$ cat src/rtl/position_speed_estimator_defines.svh
// assertion macros for the position speed estimator
// no dependencies
`ifndef POSITION_SPEED_ESTIMATOR_DEFINES_SVH
`define POSITION_SPEED_ESTIMATOR_DEFINES_SVH
`ifndef ASSERT_OFF
`define PSE_ASSERT(label, clk, rst_n, prop) \
    label: assert property (@(posedge clk) disable iff (!rst_n) prop) else $error("%m failed");
`define PSE_ASSERT_NR(label, clk, prop) \
    label: assert property (@(posedge clk) prop) else $error("%m failed");
`else
`define PSE_ASSERT(label, clk, rst_n, prop)
`define PSE_ASSERT_NR(label, clk, prop)
`endif
`endif

$ cat src/rtl/pse_pkg.sv
// shared types and constants of the position speed estimator
// no dependencies
package pse_pkg;
    localparam int WINDOW_MAX_DEF = 16;
    localparam logic [1:0] REG_MIN_DT   = 2'd0;
    localparam logic [1:0] REG_WIN_LEN  = 2'd1;
    localparam logic [1:0] REG_FLOOR    = 2'd2;
    localparam logic [1:0] REG_MAX_SPD  = 2'd3;

    // controller to datapath commands
    typedef struct packed {
        logic load_in;     // register the input beat
        logic store_prev;  // copy sample into previous
        logic sqrt_init;
        logic sqrt_step;
        logic mul_step;
        logic div_init;
        logic div_step;
        logic win_read;    // read oldest entry
        logic win_update;  // write new entry, update sum and fill
        logic avg_init;
        logic avg_step;
        logic out_load;
    } t_cmd;

    // datapath to controller status
    typedef struct packed {
        logic short_gap;
        logic have_prev;
    } t_sts;
endpackage

$ cat src/rtl/pse_datapath.sv
// datapath: deltas, bit-serial square root, multiply, divides and window memory
// depends on pse_pkg and position_speed_estimator_defines.svh
`include "position_speed_estimator_defines.svh"
module pse_datapath #(
    parameter int WINDOW_MAX = pse_pkg::WINDOW_MAX_DEF
) (
    input  logic               i_clk,
    input  logic               i_rst_n,
    input  pse_pkg::t_cmd      i_cmd,
    output pse_pkg::t_sts      o_sts,
    input  logic signed [19:0] i_pos_x,
    input  logic signed [19:0] i_pos_y,
    input  logic [31:0]        i_stamp_us,
    input  logic [19:0]        i_min_dt,
    input  logic [4:0]         i_win_len,
    input  logic [15:0]        i_floor,
    input  logic [15:0]        i_max_spd,
    output logic [15:0]        o_speed
);
    localparam int AW = (WINDOW_MAX > 1) ? $clog2(WINDOW_MAX) : 1;
    localparam int FW = $clog2(WINDOW_MAX + 1);
    localparam int SW = 16 + FW;

    logic               r_have_prev;
    logic signed [19:0] r_last_x, r_last_y, r_x, r_y;
    logic [31:0]        r_last_stamp, r_stamp;

    // gap and step deltas of the held beat
    logic [31:0]        w_dt;
    logic signed [20:0] w_dx, w_dy;
    logic [19:0]        w_min;
    assign w_dt  = r_stamp - r_last_stamp;
    assign w_dx  = 21'(r_x) - 21'(r_last_x);
    assign w_dy  = 21'(r_y) - 21'(r_last_y);
    assign w_min = (i_min_dt == 20'd0) ? 20'd1 : i_min_dt;
    assign o_sts.short_gap = w_dt < {12'd0, w_min};
    assign o_sts.have_prev = r_have_prev;

    always_ff @(posedge i_clk) begin
        if (!i_rst_n) begin
            r_have_prev  <= 1'b0;
            r_last_x     <= '0;
            r_last_y     <= '0;
            r_last_stamp <= '0;
        end else if (i_cmd.store_prev) begin
            r_have_prev  <= 1'b1;
            r_last_x     <= r_x;
            r_last_y     <= r_y;
            r_last_stamp <= r_stamp;
        end
    end

    always_ff @(posedge i_clk) begin
        if (i_cmd.load_in) begin
            r_x     <= i_pos_x;
            r_y     <= i_pos_y;
            r_stamp <= i_stamp_us;
        end
    end

    // radicand d2<<16 fits 57 bits; square root one result bit per cycle
    logic [61:0] r_rad;
    logic [31:0] r_root;
    logic [33:0] r_rem;
    logic [33:0] w_trial;
    logic [41:0] w_sq_x, w_sq_y;
    assign w_sq_x  = 42'($signed(w_dx) * $signed(w_dx));
    assign w_sq_y  = 42'($signed(w_dy) * $signed(w_dy));
    assign w_trial = {r_rem[31:0], r_rad[61:60]} - {r_root, 2'b01};

    always_ff @(posedge i_clk) begin
        if (i_cmd.sqrt_init) begin
            r_rad  <= {3'd0, 43'(w_sq_x) + 43'(w_sq_y), 16'd0};
            r_root <= '0;
            r_rem  <= '0;
        end else if (i_cmd.sqrt_step) begin
            r_rad <= {r_rad[59:0], 2'b00};
            if (!w_trial[33]) begin
                r_rem  <= w_trial;
                r_root <= {r_root[30:0], 1'b1};
            end else begin
                r_rem  <= {r_rem[31:0], r_rad[61:60]};
                r_root <= {r_root[30:0], 1'b0};
            end
        end
    end

    // q * 10^9 by shift-add, 30 steps of the constant bits
    localparam logic [29:0] SCALE = 30'd1000000000;
    logic [61:0] r_prod;
    logic [4:0]  r_mcnt;
    always_ff @(posedge i_clk) begin
        if (i_cmd.sqrt_init) begin
            r_prod <= '0;
            r_mcnt <= 5'd29;
        end else if (i_cmd.mul_step) begin
            r_prod <= {r_prod[60:0], 1'b0} + (SCALE[r_mcnt] ? {30'd0, r_root} : 62'd0);
            r_mcnt <= r_mcnt - 5'd1;
        end
    end

    // restoring divide: prod / (dt<<20), quotient saturated at 16 bits
    logic [62:0] r_dnum;
    logic [52:0] r_drem;
    logic [16:0] r_quo;
    logic        r_qovf;
    logic [53:0] w_dsub;
    logic        w_dfit;
    assign w_dsub = {r_drem, r_dnum[62]} - {2'd0, w_dt, 20'd0};
    assign w_dfit = !w_dsub[53];
    always_ff @(posedge i_clk) begin
        if (i_cmd.div_init) begin
            r_dnum <= {1'b0, r_prod};
            r_drem <= '0;
            r_quo  <= '0;
            r_qovf <= 1'b0;
        end else if (i_cmd.div_step) begin
            r_dnum <= {r_dnum[61:0], 1'b0};
            r_drem <= w_dfit ? w_dsub[52:0] : {r_drem[51:0], r_dnum[62]};
            r_quo  <= {r_quo[15:0], w_dfit};
            r_qovf <= r_qovf | r_quo[16];
        end
    end
    logic [15:0] w_speed;
    assign w_speed = (r_qovf || r_quo[16]) ? 16'hFFFF : r_quo[15:0];

    // window memory, sum and fill
    logic [15:0] r_mem [WINDOW_MAX];
    logic [15:0] r_old;
    logic [AW-1:0] r_head;
    logic [FW-1:0] r_fill;
    logic [SW-1:0] r_sum;
    logic [FW-1:0] w_len;
    logic          w_drop;
    logic [AW:0]   w_oidx;
    assign w_len  = (i_win_len == 5'd0) ? FW'(1) :
                    ({27'd0, i_win_len} > WINDOW_MAX) ? FW'(WINDOW_MAX) : FW'(i_win_len);
    assign w_drop = r_fill >= w_len;
    assign w_oidx = ({1'b0, r_head} >= (AW+1)'(r_fill)) ?
                    (AW+1)'({1'b0, r_head} - (AW+1)'(r_fill)) :
                    (AW+1)'({1'b0, r_head} + (AW+1)'(WINDOW_MAX) - (AW+1)'(r_fill));

    always_ff @(posedge i_clk) begin
        if (i_cmd.win_read) r_old <= r_mem[w_oidx[AW-1:0]];
        if (i_cmd.win_update) r_mem[r_head] <= w_speed;
    end

    always_ff @(posedge i_clk) begin
        if (!i_rst_n) begin
            r_head <= '0;
            r_fill <= '0;
            r_sum  <= '0;
        end else if (i_cmd.win_update) begin
            r_head <= ({1'b0, r_head} + 1'b1 >= (AW+1)'(WINDOW_MAX)) ? '0 : r_head + 1'b1;
            r_sum  <= r_sum - (w_drop ? SW'(r_old) : SW'(0)) + SW'(w_speed);
            r_fill <= w_drop ? r_fill : r_fill + 1'b1;
        end
    end

    // average by restoring divide sum / fill, one bit per cycle
    logic [SW-1:0] r_anum;
    logic [FW-1:0] r_arem;
    logic [SW-1:0] r_aq;
    logic [FW:0]   w_asub;
    assign w_asub = {r_arem, r_anum[SW-1]} - {1'b0, r_fill};
    always_ff @(posedge i_clk) begin
        if (i_cmd.avg_init) begin
            r_anum <= r_sum;
            r_arem <= '0;
            r_aq   <= '0;
        end else if (i_cmd.avg_step) begin
            r_anum <= {r_anum[SW-2:0], 1'b0};
            r_arem <= !w_asub[FW] ? w_asub[FW-1:0] : {r_arem[FW-2:0], r_anum[SW-1]};
            r_aq   <= {r_aq[SW-2:0], !w_asub[FW]};
        end
    end

    // floor then clamp
    logic [15:0] w_avg, w_fl;
    assign w_avg = r_aq[15:0];
    assign w_fl  = (w_avg < i_floor) ? 16'd0 : w_avg;
    always_ff @(posedge i_clk) begin
        if (i_cmd.out_load) o_speed <= (w_fl > i_max_spd) ? i_max_spd : w_fl;
    end

    `PSE_ASSERT(a_fill_bound, i_clk, i_rst_n, ({27'd0, r_fill} <= WINDOW_MAX))
    `PSE_ASSERT(a_fill_grows, i_clk, i_rst_n, (i_cmd.win_update && !w_drop |=> r_fill != 0))
    `PSE_ASSERT(a_prev_sticks, i_clk, i_rst_n, ($past(r_have_prev) |-> r_have_prev))
endmodule

$ cat src/rtl/pse_ctrl.sv
// controller sequencing the datapath through one sample
// depends on pse_pkg and position_speed_estimator_defines.svh
`include "position_speed_estimator_defines.svh"
module pse_ctrl #(
    parameter int WINDOW_MAX = pse_pkg::WINDOW_MAX_DEF
) (
    input  logic          i_clk,
    input  logic          i_rst_n,
    input  logic          i_in_valid,
    output logic          o_in_ready,
    output logic          o_out_valid,
    input  logic          i_out_ready,
    input  pse_pkg::t_sts i_sts,
    output pse_pkg::t_cmd o_cmd
);
    localparam int FW = $clog2(WINDOW_MAX + 1);
    localparam int SW = 16 + FW;
    typedef enum logic [3:0] {
        S_IDLE, S_CHECK, S_SQRT, S_MUL, S_DIV, S_WIN, S_AVG, S_OUT
    } t_state;

    t_state      r_state;
    logic [5:0]  r_cnt;
    logic        r_out_valid;

    assign o_in_ready  = (r_state == S_IDLE);
    assign o_out_valid = r_out_valid;

    always_comb begin
        o_cmd = '0;
        o_cmd.load_in = (r_state == S_IDLE) && i_in_valid;
        unique case (r_state)
            S_CHECK: begin
                o_cmd.store_prev = !i_sts.have_prev;
                o_cmd.sqrt_init  = i_sts.have_prev && !i_sts.short_gap;
            end
            S_SQRT:  o_cmd.sqrt_step = 1'b1;
            S_MUL: begin
                o_cmd.mul_step = (r_cnt != 6'd0);
                o_cmd.div_init = (r_cnt == 6'd0);
            end
            S_DIV: begin
                o_cmd.div_step = 1'b1;
                o_cmd.win_read = (r_cnt == 6'd0);
            end
            S_WIN: begin
                o_cmd.win_update = 1'b1;
            end
            S_AVG: begin
                o_cmd.avg_init   = (r_cnt == 6'(SW + 1));
                o_cmd.avg_step   = (r_cnt != 6'd0);
                o_cmd.out_load   = (r_cnt == 6'd0);
                o_cmd.store_prev = (r_cnt == 6'd0);
            end
            default: ;
        endcase
    end

    // div_init takes the product on the last multiply cycle, after all 30 constant bits
    always_ff @(posedge i_clk) begin
        if (!i_rst_n) begin
            r_state     <= S_IDLE;
            r_cnt       <= '0;
            r_out_valid <= 1'b0;
        end else begin
            unique case (r_state)
                S_IDLE: if (i_in_valid && !r_out_valid) r_state <= S_CHECK;
                S_CHECK: begin
                    if (i_sts.have_prev && !i_sts.short_gap) begin
                        r_state <= S_SQRT;
                        r_cnt   <= 6'd30;
                    end else r_state <= S_IDLE;
                end
                S_SQRT: begin
                    r_cnt <= r_cnt - 6'd1;
                    if (r_cnt == 6'd0) begin
                        r_state <= S_MUL;
                        r_cnt   <= 6'd30;
                    end
                end
                S_MUL: begin
                    r_cnt <= r_cnt - 6'd1;
                    if (r_cnt == 6'd0) begin
                        r_state <= S_DIV;
                        r_cnt   <= 6'd62;
                    end
                end
                S_DIV: begin
                    r_cnt <= r_cnt - 6'd1;
                    if (r_cnt == 6'd0) r_state <= S_WIN;
                end
                // average starts once sum and fill hold the new entry
                S_WIN: begin
                    r_state <= S_AVG;
                    r_cnt   <= 6'(SW + 1);
                end
                S_AVG: begin
                    r_cnt <= r_cnt - 6'd1;
                    if (r_cnt == 6'd0) begin
                        r_state     <= S_OUT;
                        r_out_valid <= 1'b1;
                    end
                end
                S_OUT: if (i_out_ready) begin
                    r_out_valid <= 1'b0;
                    r_state     <= S_IDLE;
                end
                default: r_state <= S_IDLE;
            endcase
        end
    end

    `PSE_ASSERT(a_out_only_done, i_clk, i_rst_n, (r_out_valid |-> r_state == S_OUT))
    `PSE_ASSERT(a_no_take_busy, i_clk, i_rst_n, (o_cmd.load_in |-> r_state == S_IDLE))
    `PSE_ASSERT(a_out_holds, i_clk, i_rst_n, (r_out_valid && !i_out_ready |=> r_out_valid))
endmodule

$ cat src/rtl/position_speed_estimator.sv
// top level of the position speed estimator: config registers, controller, datapath
// depends on pse_pkg, pse_ctrl, pse_datapath
//  channel | direction | payload
//  s_axis  | in        | tdata: pos_x, pos_y, stamp_us
//  m_axis  | out       | tdata: speed_mm_s
//  cfg     | in        | index 2 bits, data 20 bits
// a sample that yields a speed passes, in order, through accept, check, bit-serial
// square root, shift-add multiply, divide, window update, average divide and load,
// and output; first or too-early samples pass only accept and check; no new sample
// is taken until the last is through, and the input waits while a result is held
// reset is synchronous active low, clears history and window, and sets config defaults
module position_speed_estimator #(
    parameter int WINDOW_MAX = pse_pkg::WINDOW_MAX_DEF
) (
    input  logic        i_clk,
    input  logic        i_rst_n,
    input  logic        s_axis_tvalid,
    output logic        s_axis_tready,
    input  logic [71:0] s_axis_tdata,  // pos_x[19:0], pos_y[39:20], stamp_us[71:40]
    output logic        m_axis_tvalid,
    input  logic        m_axis_tready,
    output logic [15:0] m_axis_tdata,  // speed_mm_s[15:0]
    input  logic        i_cfg_valid,
    output logic        o_cfg_ready,
    input  logic [1:0]  i_cfg_index,
    input  logic [19:0] i_cfg_data
);
    logic [19:0] r_min_dt;
    logic [4:0]  r_win_len;
    logic [15:0] r_floor, r_max_spd;
    pse_pkg::t_cmd w_cmd;
    pse_pkg::t_sts w_sts;

    assign o_cfg_ready = 1'b1;

    // configuration registers
    always_ff @(posedge i_clk) begin
        if (!i_rst_n) begin
            r_min_dt  <= 20'd1000;
            r_win_len <= 5'd10;
            r_floor   <= 16'd10;
            r_max_spd <= 16'd2500;
        end else if (i_cfg_valid) begin
            unique case (i_cfg_index)
                pse_pkg::REG_MIN_DT:  r_min_dt  <= i_cfg_data;
                pse_pkg::REG_WIN_LEN: r_win_len <= i_cfg_data[4:0];
                pse_pkg::REG_FLOOR:   r_floor   <= i_cfg_data[15:0];
                pse_pkg::REG_MAX_SPD: r_max_spd <= i_cfg_data[15:0];
                default: ;
            endcase
        end
    end

    pse_ctrl #(.WINDOW_MAX(WINDOW_MAX)) u_ctrl (
        .i_clk, .i_rst_n,
        .i_in_valid(s_axis_tvalid), .o_in_ready(s_axis_tready),
        .o_out_valid(m_axis_tvalid), .i_out_ready(m_axis_tready),
        .i_sts(w_sts), .o_cmd(w_cmd)
    );

    pse_datapath #(.WINDOW_MAX(WINDOW_MAX)) u_dp (
        .i_clk, .i_rst_n, .i_cmd(w_cmd), .o_sts(w_sts),
        .i_pos_x(s_axis_tdata[19:0]), .i_pos_y(s_axis_tdata[39:20]),
        .i_stamp_us(s_axis_tdata[71:40]),
        .i_min_dt(r_min_dt), .i_win_len(r_win_len),
        .i_floor(r_floor), .i_max_spd(r_max_spd),
        .o_speed(m_axis_tdata)
    );
endmodule
$ cat config.mk
export PLATFORM = sky130hd
export DESIGN_NAME = position_speed_estimator
export DESIGN_NICKNAME = d
export VERILOG_FILES = /design/src/rtl/pse_pkg.sv /design/src/rtl/pse_datapath.sv /design/src/rtl/pse_ctrl.sv /design/src/rtl/position_speed_estimator.sv
export VERILOG_INCLUDE_DIRS = /design/src /design/src/rtl
export SDC_FILE = /design/constraint.sdc
export NUM_CORES = 2
export LEC_CHECK = 0
export BUFFER_PORTS_ARGS = -buffer_cell sky130_fd_sc_hd__buf_2
export CELL_PAD_IN_SITES_DETAIL_PLACEMENT = 0
export CELL_PAD_IN_SITES_GLOBAL_PLACEMENT = 1
export CORE_UTILIZATION = 50
export DETAILED_ROUTE_END_ITERATION = 12
export PLACE_DENSITY = 0.8
export SLEW_MARGIN = 20
export SYNTH_ARGS = -nofsm -noshare
export SYNTH_HDL_FRONTEND = slang
export SYNTH_HIERARCHICAL = 1
export SYNTH_SLANG_ARGS = --single-unit
$ cat constraint.sdc
create_clock -name i_clk -period 12.2 [get_ports i_clk]
set_input_delay 1.22 -clock i_clk [delete_from_list [all_inputs] [get_ports i_clk]]
set_output_delay 1.22 -clock i_clk [all_outputs]
set_load 0.005 [all_outputs]
**Yosys cells after proc, flatten, opt, wreduce, memory -nomap -nowiden**

Memory sizes are Yosys's and may differ from the RTL's. A register that Yosys moved wholly into a read port is not among the register bits.
Cells that the tools add are included.
Widths: inputs -> output; s select.

- Memories kept: 2
- Bits in writable memories: 256
- Output and inout bits: 19
- ROM bits: 32
- Bits of input ports: 99
- Latch bits: 0
- Flip-flop bits (word level): 612
- Word-level logic and storage cells: 158

- Divide/modulo/power cells: 0
- Equality and inequality tests: 18
- Shift-type cells: 0
- Add/sub/neg operators: 18
- Magnitude comparators: 8
- Reduce and logical (&&, ||, !) cells: 29
- Bitwise gates (word level): 2
- Multipliers: 2
- Multiplexer cells: 47

Memory list:

| memory | depth | width | read ports | clocked after Yosys merged registers in | wr ports | line | text |
|---|---|---|---|---|---|---|---|
| u_dp.r_mem | 16 | 16 | 1 | 1 | 1 | pse_datapath.sv:128 | `logic [15:0] r_mem [WINDOW_MAX];` |
| (no name shown) | 32 | 1 | 1 | 1 | 0 | pse_datapath.sv:97 | `r_prod <= {r_prod[60:0], 1'b0} + (SCALE[r_mcnt] ? {30'd0, r_root} : 62'd0);` |

Operator list:

| cell | count |
|---|---|
| $mux 62 | 2 |
| $mux 59 | 2 |
| $mul 21x21->42 | 2 |
| $mux 16 | 4 |
| $mux 32 | 2 |
| $add 62x62->62 | 1 |
| $sub 54x52->54 | 1 |
| $mux 53 | 1 |
| $add 42x42->43 | 1 |
| $mux 21 | 2 |
| $sub 20x20->21 | 2 |
| $sub 34x34->34 | 1 |
| $lt 32x20->1 | 1 |
| $mux 4 | 8 |
| $pmux 4 s8 | 1 |
| $sub 32x32->32 | 1 |
| $pmux 6 s5 | 1 |
| $mux 5 | 5 |
| $add 21x16->21 | 1 |
| $sub 21x21->21 | 1 |
| $logic_not 20->1 | 1 |
| $mux 20 | 1 |
| $mux 6 | 3 |
| $eq 4x3->1 const B | 4 |
| 41 further kinds | 75 |

**Longest topological paths before layout**

- Depth after elaboration: 7
- Mapped depth: 51
- Mapped depth without buffers: 50

**Modules after synthesis**

Netlist, hierarchy kept.

Modules (own cells, without submodules):

| module | instances | area each (um^2) | seq. area each (um^2) | cells an instance |
|---|---|---|---|---|
| pse_datapath | 1 | 73,459.2 | 21,220.4 | 7,192 |
| position_speed_estimator | 1 | 2,285.9 | 1,141.1 | 224 |
| pse_ctrl | 1 | 790.8 | 200.2 | 98 |

**Least setup slack after synthesis**

OpenSTA, ideal clock, no wires.

- Path type: register to register
- Start point: register u_dp.r_x[0]
- End point: register u_dp.r_rad[57] (data pin)
- Arrival: 10.602 ns
- Period minus slack after synthesis: 10.861 ns
- Setup slack: 1.339 ns
- Cell stages (with the launch flop): 48
- Cell sequence: edfxtp_1 -> inv_1 -> ha_1 -> inv_1 -> fa_1 -> a21oi_1 -> o2111ai_1 -> o311a_1 -> nand3_1 -> a41oi_1 -> nor2_1 -> o21ai_0 -> a21oi_1 -> xor2_1 -> clkinv_1 -> clkbuf_1 -> nand2_1 -> fa_1 -> [12 not listed] -> nand3_1 -> a211oi_1 -> or4_1 -> o221a_2 -> o211a_1 -> a21oi_1 -> xnor2_1 -> ha_1 -> a21o_1 -> a21oi_1 -> o21bai_1 -> a21o_1 -> o21a_1 -> o211ai_1 -> o21bai_1 -> o311ai_1 -> xor2_1 -> mux2_2

- Word-level cells in the longest chain between the ends: 4

Ends and longest elaborated chain:

| element | line | text |
|---|---|---|
| start: declaration | pse_datapath.sv:25 | `logic signed [19:0] r_last_x, r_last_y, r_x, r_y;` |
| start signal: assignment | pse_datapath.sv:55 | `r_x <= i_pos_x;` |
| $sub 20x20->21 | pse_datapath.sv:33 | `assign w_dx = 21'(r_x) - 21'(r_last_x);` |
| $mul 21x21->42 | pse_datapath.sv:67 | `assign w_sq_x = 42'($signed(w_dx) * $signed(w_dx));` |
| $add 42x42->43 | pse_datapath.sv:73 | `r_rad <= {3'd0, 43'(w_sq_x) + 43'(w_sq_y), 16'd0};` |
| $mux 59 | pse_datapath.sv:72 | `if (i_cmd.sqrt_init) begin` |
| end signal: assignment | pse_datapath.sv:73 |  |
| end signal: assignment | pse_datapath.sv:77 | `r_rad <= {r_rad[59:0], 2'b00};` |
| end: declaration | pse_datapath.sv:62 | `logic [61:0] r_rad;` |

No other way between the ends.
A chain may end at the register's enable or synchronous reset.

**Worst setup path in the final report**

Same ends and word-level chain as after synthesis.

==> metrics.csv <==
stage,metric,value,unit
worst_setup_path,R2R Setup Slk,670,ps
cells_and_area,layout cells sized above 1,0.08701,
timing,Slew @ Worst Pin,1120,ps
timing,Final Hold Fails,0,
route,Final ANT Viol Nets,0,
synth,Post-Syn Instances,7514,
worst_hold_path,Hold Path End,r_floor[12],
route,drt first pass iters,5,
timing,min cycle time layout,11530,ps
cells_and_area,fin nets,9089,
global_routing,number of global-route vias before repair,54130,
clock_tree,Num CTS Buffers,97,
route,per-cell routed wire length,18.08,µm
global_routing,first-pass GRT wire length,285.4,mm
synth,Post-synth EDFFs,486,
worst_setup_path,Worst R2R End,u_dp/r_rad[57],
synth,top post-synthesis cells by area,"fa_1, edfxtp_1, dfxtp_1, ha_1, inv_1",
worst_setup_path,crit-path max FO,13,
route,total vias in the final route,52270,
placement,DPL Wire Length,130.9,mm
synth,ys flop type,edfxtp_1,
timing,Final period util,0.9449,
cells_and_area,fill count,13410,
flow_run,maxcap violations,0,
global_routing,global route overflow,0,
synth,Syn. warnings,6,
clock_tree,CTS tree,done,
worst_setup_path,CP max stage delay,560,ps
worst_setup_path,Reg2Reg Depth,49,
die,Chip Width,393.2,µm
run_status,status,"finished, final reports clean",
worst_setup_path,RR Startpoint,u_dp/r_x[0],
synth,synthesized net count,9010,
synth,Yosys top cell area share,0.2255,
timing,max-slew violation count,0,
route,vias per cell,5.384,
clock_tree,"Hold-fix buffers, CTS",0,
worst_setup_path,Startpoint Class,flip-flop,
timing,RSZ-0062 raised after global routing,false,
synth,mean post-synth cell area,10.19,µm²
route,DR DRC count,0,
global_routing,All-Layer GR Usage,0.2332,
placement,I/O Buffers,116,
die,Die Ht,393.2,µm
clock_tree,root buffer cell,clkbuf_16,
worst_setup_path,worst setup path category,flip-flop to flip-flop,
clock_tree,Clock Latency Late Sink,720,ps
global_routing,maximum number of pins on one net before global-route repair,139,
synth,Seq cells post-synth,884,
worst_setup_path,Worst path slowest cell,fa_1,
cells_and_area,Layout area overhead,8.406,%
timing,Slew headroom,0.2437,
placement,GPL Wtd Cong,0.9123,
timing,PnR worst setup slack,672.4,ps
route,drt initial violations,2724,
clock_tree,H-tree lvl count,3,
worst_hold_path,worst hold path class,flip-flop to flip-flop,
synth,count of cell types in the netlist,113,
worst_setup_path,CP required,12660,ps
timing,Peak Freq,86.75,MHz
die,Starting Density,0.5038,
global_routing,initial antenna violation count,1,
timing,Fin Setup TNS,0,ps
cells_and_area,area occupied by multi-input gates,48100,µm²
worst_hold_path,Hold Crit Depth,2,
timing,Final setup viols,0,
route,Total Wirelength,175.5,mm
clock_tree,Max clock buf depth,3,
die,Core Region,151900,µm²
clock_tree,"Reg clk slew, reported paths",70,ps
die,# IOs,118,
timing,Layout Skew,50.84,ps
worst_setup_path,Worst setup EP type,flip-flop,
synth,post-synthesis sequential area ratio,0.2948,
clock_tree,Clock Sinks,884,
worst_hold_path,Hold Crit Start,r_floor[12],
placement,Place WS,94.95,ps
cells_and_area,register area,22560,µm²
synth,cell taking the most area after synthesis,fa_1,
synth,Mapped Area,76540,µm²
synth,ys async rst share,0,
worst_setup_path,Arrival @ worst endpoint,11990,ps
die,FP Rows,143,
die,DIE AREA,154600,µm²
## synthesized netlist by cell type (all sizes together) (8+ instances only)
master	number
fa	862
o22ai	12
o21a	57
o31a	8
o21ai	164
mux2i	298
or3	21
a211o	8
a311oi	10
nand2b	70
o21bai	36
and3	35
a31oi	31
a2111oi	9
dfxtp	398
a211oi	128
a21boi	8
clkbuf	173
a41oi	11
xnor2	217
a21oi	285
inv	1342
mux4	64
buf	66
xor2	113
ha	535
nand4	23
nor2	703
nor3b	9
mux2	129
nor3	72
nand2	478
o31ai	21
a31o	11
and2	121
nor2b	99
edfxtp	486
nor4	27
a21o	148
o211ai	21
nand3	84
or2	13
## worst max-delay path, delay by kind of cell (launching register included)
family	cells	cell delay (ps)
compound gates	18	3560
xor+xnor	3	410
fa+ha+maj	11	4730
buf+inv	10	880
flops	1	390
mux	1	280
simple gates	6	1060
## layout by cell type (no fill, tap or decap), types with 62 or more instances in the layout
cell type / count
edfxtp_1: 486
and2_1: 115
a21o_1: 146
inv_1: 1333
nor2b_1: 99
a211oi_1: 123
mux2i_1: 298
ha_1: 534
clkbuf_16: 99
mux2_2: 129
nand3_1: 83
fa_1: 861
buf_2: 116
o21ai_0: 152
nand2_1: 478
buf_4: 101
xnor2_1: 211
nand2b_1: 69
a21oi_1: 284
xor2_1: 112
nor2_1: 701
mux4_2: 64
nor3_1: 62
dfxtp_1: 398
## sequential cells by signal, summed over array words and instances, names as in the netlist, 17 cells and up, named ones only
name / flops
u_dp/r_quo: 17
r_min_dt: 20
u_dp/r_stamp: 32
u_dp/r_y: 20
u_dp/r_prod: 62
u_dp/r_last_y: 20
u_dp/r_rad: 46
u_dp/r_root: 32
u_dp/r_last_x: 20
u_dp/r_x: 20
u_dp/r_mem: 256
u_dp/r_last_stamp: 32
u_dp/r_drem: 53
u_dp/r_dnum: 63
u_dp/r_anum: 21
u_dp/r_sum: 21
u_dp/r_rem: 32
## final cells by class
| type | count | share of cell area |
|---|---|---|
| multi-input cells | 5042 | 0.5798 |
| flip-flops and latches | 884 | 0.2719 |
| inverters | 1349 | 0.06111 |
| clock buffers | 129 | 0.03242 |
| well taps | 2030 | 0.03061 |
| repair buffers | 219 | 0.01656 |
| clock inverters | 54 | 0.007570 |
| diodes | 1 | 0.00003016 |
## per-stage QoR
step	std cells	hold slack (ps)	util	cell area (µm²)
floorplan	7514	434.7	-	76540
detailed placement	9523	446.9	0.5235	79530
finish	9708	460.1	0.5462	82970
CTS	9706	460.0	0.5454	82850
global placement	9522	445.9	0.5234	79510
global route	9708	477.4	0.5462	82970
## metal layers
metal  track usage  vias up  share of wire  wire length [µm]
met2        0.4048     1068           0.49             86690
met1        0.3036    26040           0.43             75940
met4       0.07138        0          0.029              5076
li1              -    24870              -                 -
met3       0.02796      291          0.045              7822
met5             0        -              0                 0
## repair_timing
action | in CTS | in global routing
gates resized for setup | 0 | 18
setup buffers | 0 | 1
setup endpoints to repair | 0 | 10
## how the worst max path moves through the flow
| stage | end | cells past startpoint | startpoint | slack (ps) |
|---|---|---|---|---|
| global route | u_dp/r_rad[57] | 44 | u_dp/r_x[0] | 0.7 |
| global placement | u_dp/r_rad[56] | 47 | u_dp/r_x[0] | 370 |
| detailed placement | u_dp/r_rad[57] | 49 | u_dp/r_x[0] | 90 |
| floorplan | u_dp/r_rad[57] | 47 | u_dp/r_x[0] | 1340 |
| CTS | u_dp/r_rad[56] | 47 | u_dp/r_x[0] | 50 |
| finish | u_dp/r_rad[57] | 49 | u_dp/r_x[0] | 670 |
## kinds of logic (layout without fill, tap and decap cells)
family / count (synthesis) / in the layout / synth area share
DFF: 884 / 884 / 0.2948
muxes: 491 / 491 / 0.07679
other: 1 / 2 / 0.00004900
buffers and inverters: 1588 / 1751 / 0.07981
adders and majority gates: 1397 / 1397 / 0.3129
and+or+nand+nor: 1786 / 1786 / 0.1071
AOI/OAI and AO/OA: 1037 / 1037 / 0.09068
xor gates and xnor gates: 330 / 330 / 0.03786
Power is left out: the tool's default activity adds up to more than one toggle a clock period on the data nets, which glitch-free logic cannot reach.
